<file path="src/rtl/fgag_pkg.sv">
// fgag_pkg: types, codes and constants of the font glyph address generator
// holds the input and result item structs, the result pair payload and the ascii lookup
// no dependencies
package fgag_pkg;

    // font modes
    localparam logic [2:0] OP_GB16 = 3'd0;
    localparam logic [2:0] OP_GB12 = 3'd1;
    localparam logic [2:0] OP_A16  = 3'd2;
    localparam logic [2:0] OP_A12  = 3'd3;
    localparam logic [2:0] OP_A7   = 3'd4;

    // result kinds
    localparam logic [1:0] KIND_ROM     = 2'd0;
    localparam logic [1:0] KIND_BUILTIN = 2'd1;
    localparam logic [1:0] KIND_MISS    = 2'd2;

    // built-in glyph selectors
    localparam logic [1:0] GLYPH_NONE  = 2'd0;
    localparam logic [1:0] GLYPH_G     = 2'd1;
    localparam logic [1:0] GLYPH_J     = 2'd2;
    localparam logic [1:0] GLYPH_UNDER = 2'd3;

    // rom layout
    localparam logic [23:0] BASE_GB16 = 24'h000000;
    localparam logic [23:0] BASE_GB12 = 24'h03CF80;
    localparam logic [23:0] BASE_A16  = 24'h03B7C0;
    localparam logic [23:0] BASE_A12  = 24'h066D40;
    localparam logic [23:0] BASE_A7   = 24'h03BFC0;

    localparam logic [6:0] ROW_LEN     = 7'd94;
    localparam logic [9:0] GB16_HZ_OFS = 10'd846;
    localparam logic [9:0] GB12_HZ_OFS = 10'd376;
    localparam logic [9:0] GB12_A9_OFS = 10'd282;

    localparam logic [5:0] SIZE_GB16 = 6'd32;
    localparam logic [5:0] SIZE_GB12 = 6'd24;
    localparam logic [5:0] SIZE_A16  = 6'd16;
    localparam logic [5:0] SIZE_A12  = 6'd12;
    localparam logic [5:0] SIZE_A7   = 6'd8;

    localparam logic [4:0] DEST_SECOND = 5'd16;

    localparam logic [7:0] CHR_SPACE = 8'h20;
    localparam logic [7:0] CHR_TILDE = 8'h7E;
    localparam logic [7:0] CHR_G     = 8'h67;
    localparam logic [7:0] CHR_J     = 8'h6A;
    localparam logic [7:0] CHR_UNDER = 8'h5F;
    localparam logic [7:0] GB_LO_MIN = 8'hA1;

    typedef enum logic [1:0] {
        PATH_ROM,
        PATH_BUILTIN,
        PATH_PAIR,
        PATH_MISS
    } t_path;

    typedef struct packed {
        logic [2:0]  operation;
        logic [15:0] code;
    } t_in_item;

    typedef struct packed {
        logic [1:0]  kind;
        logic [23:0] rom_address;
        logic [5:0]  byte_count;
        logic [1:0]  builtin_glyph;
        logic [4:0]  dest_offset;
        logic        last;
    } t_out_item;

    // one 8x16 ascii lookup
    typedef struct packed {
        logic [1:0] kind;
        logic [1:0] glyph;
        logic [6:0] idx;
    } t_lookup;

    // two results of one item, second used only for a fallback pair
    typedef struct packed {
        t_out_item first;
        t_out_item second;
        logic      pair;
    } t_result_pair;

    localparam t_out_item MISS_ITEM = '{
        kind: KIND_MISS, rom_address: 24'd0, byte_count: 6'd0,
        builtin_glyph: GLYPH_NONE, dest_offset: 5'd0, last: 1'b1
    };

    function automatic logic is_printable(input logic [7:0] c);
        return (c >= CHR_SPACE) && (c <= CHR_TILDE);
    endfunction

    function automatic t_lookup ascii16_lookup(input logic [7:0] c);
        t_lookup lk;
        lk.kind  = KIND_ROM;
        lk.glyph = GLYPH_NONE;
        lk.idx   = 7'(c - CHR_SPACE);
        if (c == CHR_G) begin
            lk.kind  = KIND_BUILTIN;
            lk.glyph = GLYPH_G;
        end else if (c == CHR_J) begin
            lk.kind  = KIND_BUILTIN;
            lk.glyph = GLYPH_J;
        end else if (c == CHR_UNDER) begin
            lk.kind  = KIND_BUILTIN;
            lk.glyph = GLYPH_UNDER;
        end else if (!is_printable(c)) begin
            lk.kind = KIND_MISS;
        end
        return lk;
    endfunction

endpackage

</file>
<file path="src/rtl/font_glyph_address_generator_core.sv">
// font_glyph_address_generator_core: top level of the font rom glyph address generator
// decode, index and address stages, then the output register
// depends on fgag_pkg and fgag_out_stage
//
// Input channel: i_valid / o_stall / i_item carry a font mode and a character code.
// Output channel: o_valid / i_stall / o_result carry the rom read request of each
// result item: kind, byte address, byte count, built-in glyph, destination offset
// and a last flag on the final result of an item.
// One item enters per cycle while o_stall is low. An item whose GB2312 pair is
// unmapped and whose two bytes both resolve gives two results, the second offered
// in the cycle after the first is taken; until then the output register holds the
// second half and takes no new item.
// The four register stages are decode, row*94 index, index*size plus base, and the
// output register; each stage is filled whenever it is empty or moving on, so a
// stall at the output backs up stage by stage without losing or repeating an item.
// Synchronous reset empties all stages; no item is offered until one is accepted.
module font_glyph_address_generator_core (
    input  logic                i_clk,
    input  logic                i_rst_n,
    input  logic                i_valid,
    output logic                o_stall,
    input  fgag_pkg::t_in_item  i_item,
    output logic                o_valid,
    input  logic                i_stall,
    output fgag_pkg::t_out_item o_result
);
    import fgag_pkg::*;

    typedef struct packed {
        t_path       path;
        logic [6:0]  row;
        logic [6:0]  col;
        logic [9:0]  offset;
        logic [5:0]  size;
        logic [23:0] base;
        logic [1:0]  glyph;
        t_lookup     hi_lk;
        t_lookup     lo_lk;
    } t_s1;

    typedef struct packed {
        t_path       path;
        logic [13:0] index;
        logic [5:0]  size;
        logic [23:0] base;
        logic [1:0]  glyph;
        t_lookup     hi_lk;
        t_lookup     lo_lk;
    } t_s2;

    logic         r_v1;
    logic         r_v2;
    logic         r_v3;
    t_s1          r_s1;
    t_s2          r_s2;
    t_result_pair r_s3;

    t_s1          n_s1;
    t_s2          n_s2;
    t_result_pair n_s3;

    logic en0;
    logic en1;
    logic en2;
    logic en3;

    assign en2     = !r_v3 || en3;
    assign en1     = !r_v2 || en2;
    assign en0     = !r_v1 || en1;
    assign o_stall = !en0;

    function automatic t_out_item half_item(input t_lookup lk, input logic second);
        t_out_item it;
        it.kind          = lk.kind;
        it.rom_address   = 24'd0;
        it.byte_count    = SIZE_A16;
        it.builtin_glyph = lk.glyph;
        it.dest_offset   = second ? DEST_SECOND : 5'd0;
        it.last          = second;
        if (lk.kind == KIND_ROM) begin
            it.rom_address = 24'({lk.idx, 4'b0000}) + BASE_A16;
        end
        return it;
    endfunction

    // decode
    always_comb begin
        logic [7:0] hi;
        logic [7:0] lo;
        logic       lo_ok;
        logic [6:0] col_gb;
        logic       fb_miss;

        hi      = i_item.code[15:8];
        lo      = i_item.code[7:0];
        lo_ok   = lo >= GB_LO_MIN;
        col_gb  = 7'(lo - GB_LO_MIN);

        n_s1.hi_lk  = ascii16_lookup(hi);
        n_s1.lo_lk  = ascii16_lookup(lo);
        n_s1.path   = PATH_MISS;
        n_s1.row    = 7'd0;
        n_s1.col    = 7'd0;
        n_s1.offset = 10'd0;
        n_s1.size   = 6'd0;
        n_s1.base   = 24'd0;
        n_s1.glyph  = GLYPH_NONE;

        fb_miss = (n_s1.hi_lk.kind == KIND_MISS) || (n_s1.lo_lk.kind == KIND_MISS);

        unique case (i_item.operation)
            OP_GB16: begin
                n_s1.size = SIZE_GB16;
                n_s1.base = BASE_GB16;
                if (hi >= 8'hA4 && hi <= 8'hA8 && lo_ok) begin
                    n_s1.path = PATH_ROM;
                end else if (hi >= 8'hA1 && hi <= 8'hA9 && lo_ok) begin
                    n_s1.path = PATH_ROM;
                    n_s1.row  = 7'(hi - 8'hA1);
                    n_s1.col  = col_gb;
                end else if (hi >= 8'hB0 && hi <= 8'hF7 && lo_ok) begin
                    n_s1.path   = PATH_ROM;
                    n_s1.row    = 7'(hi - 8'hB0);
                    n_s1.col    = col_gb;
                    n_s1.offset = GB16_HZ_OFS;
                end else begin
                    n_s1.path = fb_miss ? PATH_MISS : PATH_PAIR;
                end
            end
            OP_GB12: begin
                n_s1.size = SIZE_GB12;
                n_s1.base = BASE_GB12;
                if (hi >= 8'hA1 && hi <= 8'hA3 && lo_ok) begin
                    n_s1.path = PATH_ROM;
                    n_s1.row  = 7'(hi - 8'hA1);
                    n_s1.col  = col_gb;
                end else if (hi == 8'hA9 && lo_ok) begin
                    n_s1.path   = PATH_ROM;
                    n_s1.col    = col_gb;
                    n_s1.offset = GB12_A9_OFS;
                end else if (hi >= 8'hB0 && hi <= 8'hF7 && lo_ok) begin
                    n_s1.path   = PATH_ROM;
                    n_s1.row    = 7'(hi - 8'hB0);
                    n_s1.col    = col_gb;
                    n_s1.offset = GB12_HZ_OFS;
                end else begin
                    n_s1.path = fb_miss ? PATH_MISS : PATH_PAIR;
                end
            end
            OP_A16: begin
                n_s1.size  = SIZE_A16;
                n_s1.base  = BASE_A16;
                n_s1.col   = n_s1.lo_lk.idx;
                n_s1.glyph = n_s1.lo_lk.glyph;
                priority if (n_s1.lo_lk.kind == KIND_BUILTIN) begin
                    n_s1.path = PATH_BUILTIN;
                end else if (n_s1.lo_lk.kind == KIND_MISS) begin
                    n_s1.path = PATH_MISS;
                end else begin
                    n_s1.path = PATH_ROM;
                end
            end
            OP_A12: begin
                n_s1.size = SIZE_A12;
                n_s1.base = BASE_A12;
                n_s1.col  = 7'(lo - CHR_SPACE);
                n_s1.path = is_printable(lo) ? PATH_ROM : PATH_MISS;
            end
            OP_A7: begin
                n_s1.size = SIZE_A7;
                n_s1.base = BASE_A7;
                n_s1.col  = 7'(lo - CHR_SPACE);
                n_s1.path = is_printable(lo) ? PATH_ROM : PATH_MISS;
            end
            default: begin
                n_s1.path = PATH_MISS;
            end
        endcase
    end

    // glyph index
    always_comb begin
        n_s2.path  = r_s1.path;
        n_s2.index = 14'(14'(r_s1.row) * 14'(ROW_LEN)) + 14'(r_s1.col)
                   + 14'(r_s1.offset);
        n_s2.size  = r_s1.size;
        n_s2.base  = r_s1.base;
        n_s2.glyph = r_s1.glyph;
        n_s2.hi_lk = r_s1.hi_lk;
        n_s2.lo_lk = r_s1.lo_lk;
    end

    // byte address and result items
    always_comb begin
        logic [19:0] prod;

        prod        = 20'(20'(r_s2.index) * 20'(r_s2.size));
        n_s3.first  = MISS_ITEM;
        n_s3.second = MISS_ITEM;
        n_s3.pair   = 1'b0;

        unique case (r_s2.path)
            PATH_ROM: begin
                n_s3.first.kind        = KIND_ROM;
                n_s3.first.rom_address = 24'(prod) + r_s2.base;
                n_s3.first.byte_count  = r_s2.size;
            end
            PATH_BUILTIN: begin
                n_s3.first.kind          = KIND_BUILTIN;
                n_s3.first.byte_count    = SIZE_A16;
                n_s3.first.builtin_glyph = r_s2.glyph;
            end
            PATH_PAIR: begin
                n_s3.first  = half_item(r_s2.hi_lk, 1'b0);
                n_s3.second = half_item(r_s2.lo_lk, 1'b1);
                n_s3.pair   = 1'b1;
            end
            PATH_MISS: begin
                n_s3.first = MISS_ITEM;
            end
            default: begin
                n_s3.first = MISS_ITEM;
            end
        endcase
    end

    always_ff @(posedge i_clk) begin
        if (!i_rst_n) begin
            r_v1 <= 1'b0;
            r_v2 <= 1'b0;
            r_v3 <= 1'b0;
        end else begin
            if (en0) begin
                r_v1 <= i_valid;
            end
            if (en1) begin
                r_v2 <= r_v1;
            end
            if (en2) begin
                r_v3 <= r_v2;
            end
        end
    end

    always_ff @(posedge i_clk) begin
        if (en0) begin
            r_s1 <= n_s1;
        end
        if (en1) begin
            r_s2 <= n_s2;
        end
        if (en2) begin
            r_s3 <= n_s3;
        end
    end

    fgag_out_stage u_out (
        .i_clk    (i_clk),
        .i_rst_n  (i_rst_n),
        .i_valid  (r_v3),
        .i_pair   (r_s3),
        .o_ready  (en3),
        .o_valid  (o_valid),
        .i_stall  (i_stall),
        .o_result (o_result)
    );

    a_first_half_followed: assert property (@(posedge i_clk) disable iff (!i_rst_n)
        o_valid && !i_stall && !o_result.last
        |=> o_valid && o_result.last && (o_result.dest_offset == DEST_SECOND))
        else $error("first half of a fallback pair not followed by its second half");

    a_not_rom_no_address: assert property (@(posedge i_clk) disable iff (!i_rst_n)
        o_valid && (o_result.kind != KIND_ROM) |-> (o_result.rom_address == 24'd0))
        else $error("address given on a result that is not a rom read");

    a_miss_single: assert property (@(posedge i_clk) disable iff (!i_rst_n)
        o_valid && (o_result.kind == KIND_MISS)
        |-> o_result.last && (o_result.byte_count == 6'd0))
        else $error("not-found result with a byte count or not last");

    a_stage3_held: assert property (@(posedge i_clk) disable iff (!i_rst_n)
        r_v3 && !en3 |=> r_v3 && $stable(r_s3))
        else $error("address stage item lost while output is blocked");

endmodule

</file>
<file path="src/rtl/fgag_out_stage.sv">
// fgag_out_stage: output register of the glyph address pipeline
// splits a fallback pair into two result items, one per cycle while i_stall is low
// depends on fgag_pkg
module fgag_out_stage (
    input  logic                  i_clk,
    input  logic                  i_rst_n,
    input  logic                  i_valid,
    input  fgag_pkg::t_result_pair i_pair,
    output logic                  o_ready,
    output logic                  o_valid,
    input  logic                  i_stall,
    output fgag_pkg::t_out_item   o_result
);
    import fgag_pkg::*;

    logic      r_valid;
    logic      r_pend;
    t_out_item r_res;
    t_out_item r_second;

    logic take;
    logic free;

    assign take    = r_valid && !i_stall;
    assign free    = !r_valid || (take && !r_pend);
    assign o_ready = free;
    assign o_valid = r_valid;
    assign o_result = r_res;

    always_ff @(posedge i_clk) begin
        if (!i_rst_n) begin
            r_valid <= 1'b0;
            r_pend  <= 1'b0;
        end else if (take && r_pend) begin
            r_pend <= 1'b0;
        end else if (free) begin
            r_valid <= i_valid;
            r_pend  <= i_valid && i_pair.pair;
        end
    end

    always_ff @(posedge i_clk) begin
        if (take && r_pend) begin
            r_res <= r_second;
        end else if (free) begin
            r_res    <= i_pair.first;
            r_second <= i_pair.second;
        end
    end

endmodule
</file>
<file path="config.mk">
export PLATFORM = sky130hd
export DESIGN_NAME = font_glyph_address_generator_core
export DESIGN_NICKNAME = d
export VERILOG_FILES = /design/src/rtl/fgag_pkg.sv /design/src/rtl/font_glyph_address_generator_core.sv /design/src/rtl/fgag_out_stage.sv
export SDC_FILE = /design/constraint.sdc
export NUM_CORES = 1
export LEC_CHECK = 0
export BUFFER_PORTS_ARGS = -buffer_cell sky130_fd_sc_hd__buf_2
export CAP_MARGIN = 20
export CORE_MARGIN = 2
export CORE_UTILIZATION = 45
export DETAILED_ROUTE_END_ITERATION = 12
export SLEW_MARGIN = 0
export SYNTH_ARGS = -nofsm -noshare
export SYNTH_HDL_FRONTEND = slang
export SYNTH_SLANG_ARGS = --single-unit
</file>
<file path="constraint.sdc">
create_clock -name i_clk -period 14 [get_ports i_clk]
set_input_delay 1.4 -clock i_clk [delete_from_list [all_inputs] [get_ports i_clk]]
set_output_delay 1.4 -clock i_clk [all_outputs]
set_load 0.02 [all_outputs]
</file>
---- Word-level counts from Yosys, hierarchy flattened ----
Index checks and enable logic that the tools add are counted.
storage, ports and cells
  word-level logic and storage cells ...... 175
  input bits .............................. 23
  flip-flop bits (word level) ............. 316
  output and inout bits ................... 42
operators by class
  multipliers ............................. 2
  add/sub/neg operators ................... 10
  bitwise logic cells ..................... 2
  equality and inequality tests ........... 17
  reductions and logical operators ........ 38
  order comparisons ....................... 12
  muxes and demuxes ....................... 40
operators with widths
  operator                                             count
  one-hot mux 30 bit (5 select lines)                  1
  two-way mux 40 bit                                   2
  two-way mux 24 bit                                   3
  equality test 8 x 7 -> 1 bit, second input constant  6
  one-hot mux 24 bit (2 select lines)                  1
  adder 11 x 18 -> 19 bit, second input constant       2
  subtractor 7 x 6 -> 7 bit, second input constant     5
  >= comparator 8 bit, second input constant           4
  <= comparator 8 bit, second input constant           4
  two-way mux 16 bit                                   2
  adder 20 x 24 -> 24 bit                              1
  two-way mux 2 bit                                    12
  one-hot mux 7 bit (3 select lines)                   1
  multiplier 14 x 6 -> 20 bit                          1
  two-way mux 10 bit                                   2
  one-hot mux 10 bit (2 select lines)                  1
  two-way mux 19 bit                                   1
  one-hot mux 6 bit (3 select lines)                   1
  two-way mux 17 bit                                   1
  >= comparator 8 x 6 -> 1 bit, second input constant  2
  <= comparator 8 x 7 -> 1 bit, second input constant  2
  two-way mux 4 bit                                    4
  one-hot mux 2 bit (4 select lines)                   2
  logical AND 1 bit                                    15
  23 further kinds                                     45

---- Logic depth before layout (Yosys ltp) ----
  depth after elaboration ................. 13
  mapped depth ............................ 19
  gate-level depth less buffers ........... 19

---- Cells and area by module ----
From an unflattened synthesis, not the netlist that was laid out.
unflattened totals
  cell total of the unflattened synthesis .. 1,032
  area total of the unflattened synthesis .. 13,291.5 µm²
by module, submodules not included
  module                             cells each  instances  area an instance (µm²)
  font_glyph_address_generator_core  897         1          10,141.0
  fgag_out_stage                     135         1          3,150.5

---- Worst setup path before layout ----
Ideal clock, no wire load.
  path type ............................... input port to output port
  start ................................... input i_stall
  end ..................................... output o_stall
  stages on the path ...................... 4
  arrival ................................. 3.397 ns
  required time ........................... 12.600 ns
  slack ................................... 9.203 ns
  path buffers ............................ 0
  cells stage by stage .................... o21a_1 and3_1 nand2_1 inv_1
between the ends
  cells in the longest elaborated chain, start to end .. 8
ends and longest elaborated chain
  item                RTL line                                 RTL
  start: declaration  font_glyph_address_generator_core.sv:24  input logic i_stall,
  logical NOT 1 bit   fgag_out_stage.sv:24                     assign take = r_valid && !i_stall;
  logical AND 1 bit   fgag_out_stage.sv:24
  logical AND 1 bit   fgag_out_stage.sv:25                     assign free = !r_valid || (take && !r_pend);
  logical OR 1 bit    fgag_out_stage.sv:25
  logical OR 1 bit    font_glyph_address_generator_core.sv:67  assign en2 = !r_v3 || en3;
  logical OR 1 bit    font_glyph_address_generator_core.sv:68  assign en1 = !r_v2 || en2;
  logical OR 1 bit    font_glyph_address_generator_core.sv:69  assign en0 = !r_v1 || en1;
  logical NOT 1 bit   font_glyph_address_generator_core.sv:70  assign o_stall = !en0;
  end: declaration    font_glyph_address_generator_core.sv:21  output logic o_stall,
No other way between the ends.

---- Worst setup path after layout ----
  start ................................... register r_s2[53] in the netlist's numbering
  end ..................................... register r_s3[75] in the netlist's numbering, data pin
between the ends
  cells in the longest elaborated chain, start to end .. 3
ends and longest elaborated chain
  item                                 RTL line                                  RTL
  start: declaration                   font_glyph_address_generator_core.sv:55   t_s2 r_s2;
  start signal: assignment             font_glyph_address_generator_core.sv:250  r_s2 <= n_s2;
  multiplier 14 x 6 -> 20 bit          font_glyph_address_generator_core.sv:197  prod = 20'(20'(r_s2.index) * 20'(r_s2.size));
  adder 20 x 24 -> 24 bit              font_glyph_address_generator_core.sv:205  n_s3.first.rom_address = 24'(prod) + r_s2.base;
  one-hot mux 24 bit (2 select lines)  font_glyph_address_generator_core.sv:202  unique case (r_s2.path)
  end signal: assignment               font_glyph_address_generator_core.sv:253  r_s3 <= n_s3;
  end: declaration                     font_glyph_address_generator_core.sv:56   t_result_pair r_s3;
No other way between the ends.
A chain may end at the register's enable or synchronous reset.

==> key figures <==
Power and ir drop
  – Sw frac: 26.9%
  – Logic pwr share: 12.1%
  – Clock network fraction of design power: 36.1%
  – Sequential Power Share: 51.7%
  – Psw: 0.000365 W
  – Pleak: 6.03 nW
  – Peak VDD IR: 0.0854 mV
  – Cell-internal power: 0.000992 W
  – Cell area power density: 106 mW/mm^2

Route
  – Drt total wl: 19.9 mm
  – Pre-antenna DRT Iters: 5
  – DR WL/cell: 14.5 microns
  – DRC Markers: 0
  – Post-route antenna net violation count: 0
  – Vias: 6736
  – DR iter-0 viols: 384
  – Via density: 4.89

Logic synthesis
  – Syn Inst Count: 983
  – Synth Flop Type: edfxtp_1
  – FFs w/ async S/R, synth: 0%
  – Top cell type by total area after synthesis: edfxtp_1
  – Synth unique cells: 67
  – Post-synthesis sequential area ratio: 50.0%
  – Most common cell in the netlist: edfxtp_1
  – Synth warn: 0
  – Syn Std Cell Area: 0.0117 sq mm
  – Post-synthesis register bit count: 196
  – Post-synth top cells: edfxtp_1, inv_1, nand2_1
  – Ranking of synthesized cells by area: edfxtp_1, ha_1, fa_1
  – Yosys top cell area share: 49.1%
  – Avg Synthesized Cell Area: 11.9 sq um
  – Post-synth EDFFs: 191

Min path
  – Type of the tightest min-delay check: reg2reg
  – Worst Hold Path EP: u_out.r_second[6]
  – Hold path depth: 0
  – HP Start: r_s3[7]

Cells and area
  – Layout fillers: 2240
  – Final Util: 50.7%
  – Share of layout cells above drive strength 1: 11.2%
  – Multi-input logic area: 0.00522 sq mm
  – Register area: 0.00584 sq mm
  – Area growth syn-to-layout: 10.1%
  – Total Nets Final: 1213

Floorplan
  – Die H: 165 microns
  – Die area: 0.0272 sq mm
  – Initial Util: 46.1%
  – Floorplan die width: 165 microns
  – Core box area: 0.0253 sq mm
  – Num ports: 65
  – Num rows: 58

Setup path
  – Critical Path RT: 14200 ps
  – Worst path max stage delay: 620 ps
  – WP buf/inv: 1
  – Startpoint Class: register
  – Worst path slowest cell: edfxtp_1
  – FF-to-FF path depth: 15
  – Critical path's top delay family: adder cells
  – Critical path class: reg2reg
  – Reg-to-Reg End: r_s3[75]
  – Worst r2r src: r_s2[53]
  – Most common cell on crit path: fa_1
  – Worst-path cell chain: nand2_1 -> fa_1 -> inv_1 -> fa_1 -> ha_1 -> fa_1 -> ha_1 -> fa_1 -> a21oi_1 -> o221ai_1 -> or3_1 -> a31o_2 -> o41ai_2 -> xnor2_1 -> and2_1
  – CP Data Arrival Time: 5230 ps
  – CP Max Fanout: 15
  – Crit end category: register
  – FF-to-FF setup slack: 8970 ps

STA
  – Slew Limit Fails: 0
  – # setup viols final: 0
  – Least-Margin Pin Slew: 983 ps
  – Final period util: 35.9%
  – Unrepaired setup endpoints after global routing: false
  – Final min period: 5030 ps
  – Final hold violation count: 0
  – Slew Limit Headroom: 34.2%
  – Final Skew: 19.0 ps
  – Fmax: 0.199 GHz
  – Final TNS setup: 0 ps

Clock network
  – Worst-Skew Late Latency: 440 ps
  – # H-tree levels: 4
  – Post-CTS sizing: 0
  – Hold buffers post-CTS: 0
  – CTS tree: yes
  – Clock sinks: 196
  – Root Buffer: clkbuf_16
  – Clock slew at the register clock pins of the worst setup and hold paths: 90 ps
  – Post-CTS Setup Repair Bufs: 0
  – CTS max path bufs: 2
  – CTS Buf Count: 17

GRT
  – Number of global-route vias before repair: 6640
  – Grt ovf: 0
  – Global-route wire length before repair: 33.2 mm
  – Antenna violations before repair: 2
  – Largest net degree at the start of global routing: 57
  – Total track usage: 15.8%

Run status
  – Outcome: finished clean

Placed design
  – Port Buffers: 54
  – HPWL after DPL: 15.6 mm
  – Gpl congestion: 0.872

Flow run
  – Max cap viols: 0
[final cells by class]
cell class | instances | share of cell area (%)
clock buffers | 17 | 3.31
flip-flops and latches | 196 | 45.4
repair buffers | 57 | 2.43
well taps | 330 | 3.21
diodes | 1 | 0.0195
multi-input cells | 644 | 40.6
inverters | 118 | 3.45
clock inverters | 15 | 1.54
[placed cells by master (no fill, tap or decap), types with 16 or more instances in the layout]
cell type and count:
and2_1 48, a21oi_1 30, nor2_1 45, fa_1 59
xnor2_1 28, o21ai_0 32, inv_1 116, nand2_1 115
buf_2 54, ha_1 97, edfxtp_1 191, clkbuf_16 17
nor3_1 16
[how the worst max path moves through the flow]
stage	from	endpoint	slack [ps]	cells after the start
after global placement	r_s2[51]	r_s3[75]	9040	15
after floorplan	i_stall	o_stall	9200	4
after detailed placement	r_s2[53]	r_s3[75]	8940	15
after global routing	r_s2[53]	r_s3[75]	8610	15
after CTS	r_s2[53]	r_s3[75]	8940	15
final	r_s2[53]	r_s3[75]	8970	15
[power groups by stage]
| stage | Combinational, W | Sequential (W) | Clock, W |
|---|---|---|---|
| after global placement | 0.000163 | 0.000715 | 0 |
| after detailed placement | 0.000166 | 0.000716 | 0 |
| after CTS | 0.000167 | 0.000703 | 0.000502 |
| final | 0.000165 | 0.000702 | 0.000490 |
| after global routing | 0.000189 | 0.000707 | 0.000524 |
| after floorplan | 0.000119 | 0.000716 | 0 |
[kinds of logic (layout without fill, tap and decap cells)]
kind of cell / count (synthesis) / count (layout) / share of synthesized area (%)
AND/OR/NAND/NOR: 298 / 298 / 12.5
other: 1 / 11 / 0.0321
adder cells (fa/ha/maj): 156 / 156 / 20.5
buffers and inverters: 152 / 207 / 5.65
AO/OA/AOI/OAI: 135 / 135 / 7.93
XOR/XNOR: 41 / 41 / 3.08
flip-flops: 196 / 196 / 50.0
multiplexers: 4 / 4 / 0.364
[registers in the layout, indices dropped and copies added, names as in the netlist]
register,cells
u_out.r_pend,1
u_out.r_second,14
r_s2,49
r_v1,1
u_out.o_result,30
n_s2,35
r_s1,20
r_v2,1
r_v3,1
r_s3,43
u_out.o_valid,1
[per-stage QoR]
stage          cell area (sq um)  power (W)  setup slack, ps  cells  hold slack (ps)
6_report                   12800    0.00136             8970   1378              417
5_1_grt                    12800    0.00142             8610   1377              426
4_1_cts                    12800    0.00137             8940   1377              420
3_5_place_dp               12200   0.000882             8940   1345              405
3_3_place_gp               12200   0.000878             9040   1344              403
2_1_floorplan              11700   0.000835             9200    992              400
[layer usage]
metal	GRT usage, %	vias to the layer above	wire (microns)
met1	21.5	3146	9470
li1	-	3469	-
met4	4.66	0	252
met3	3.10	19	836
met2	26.0	102	9380
met5	0	-	0
Power figures use the tool's default switching activity.
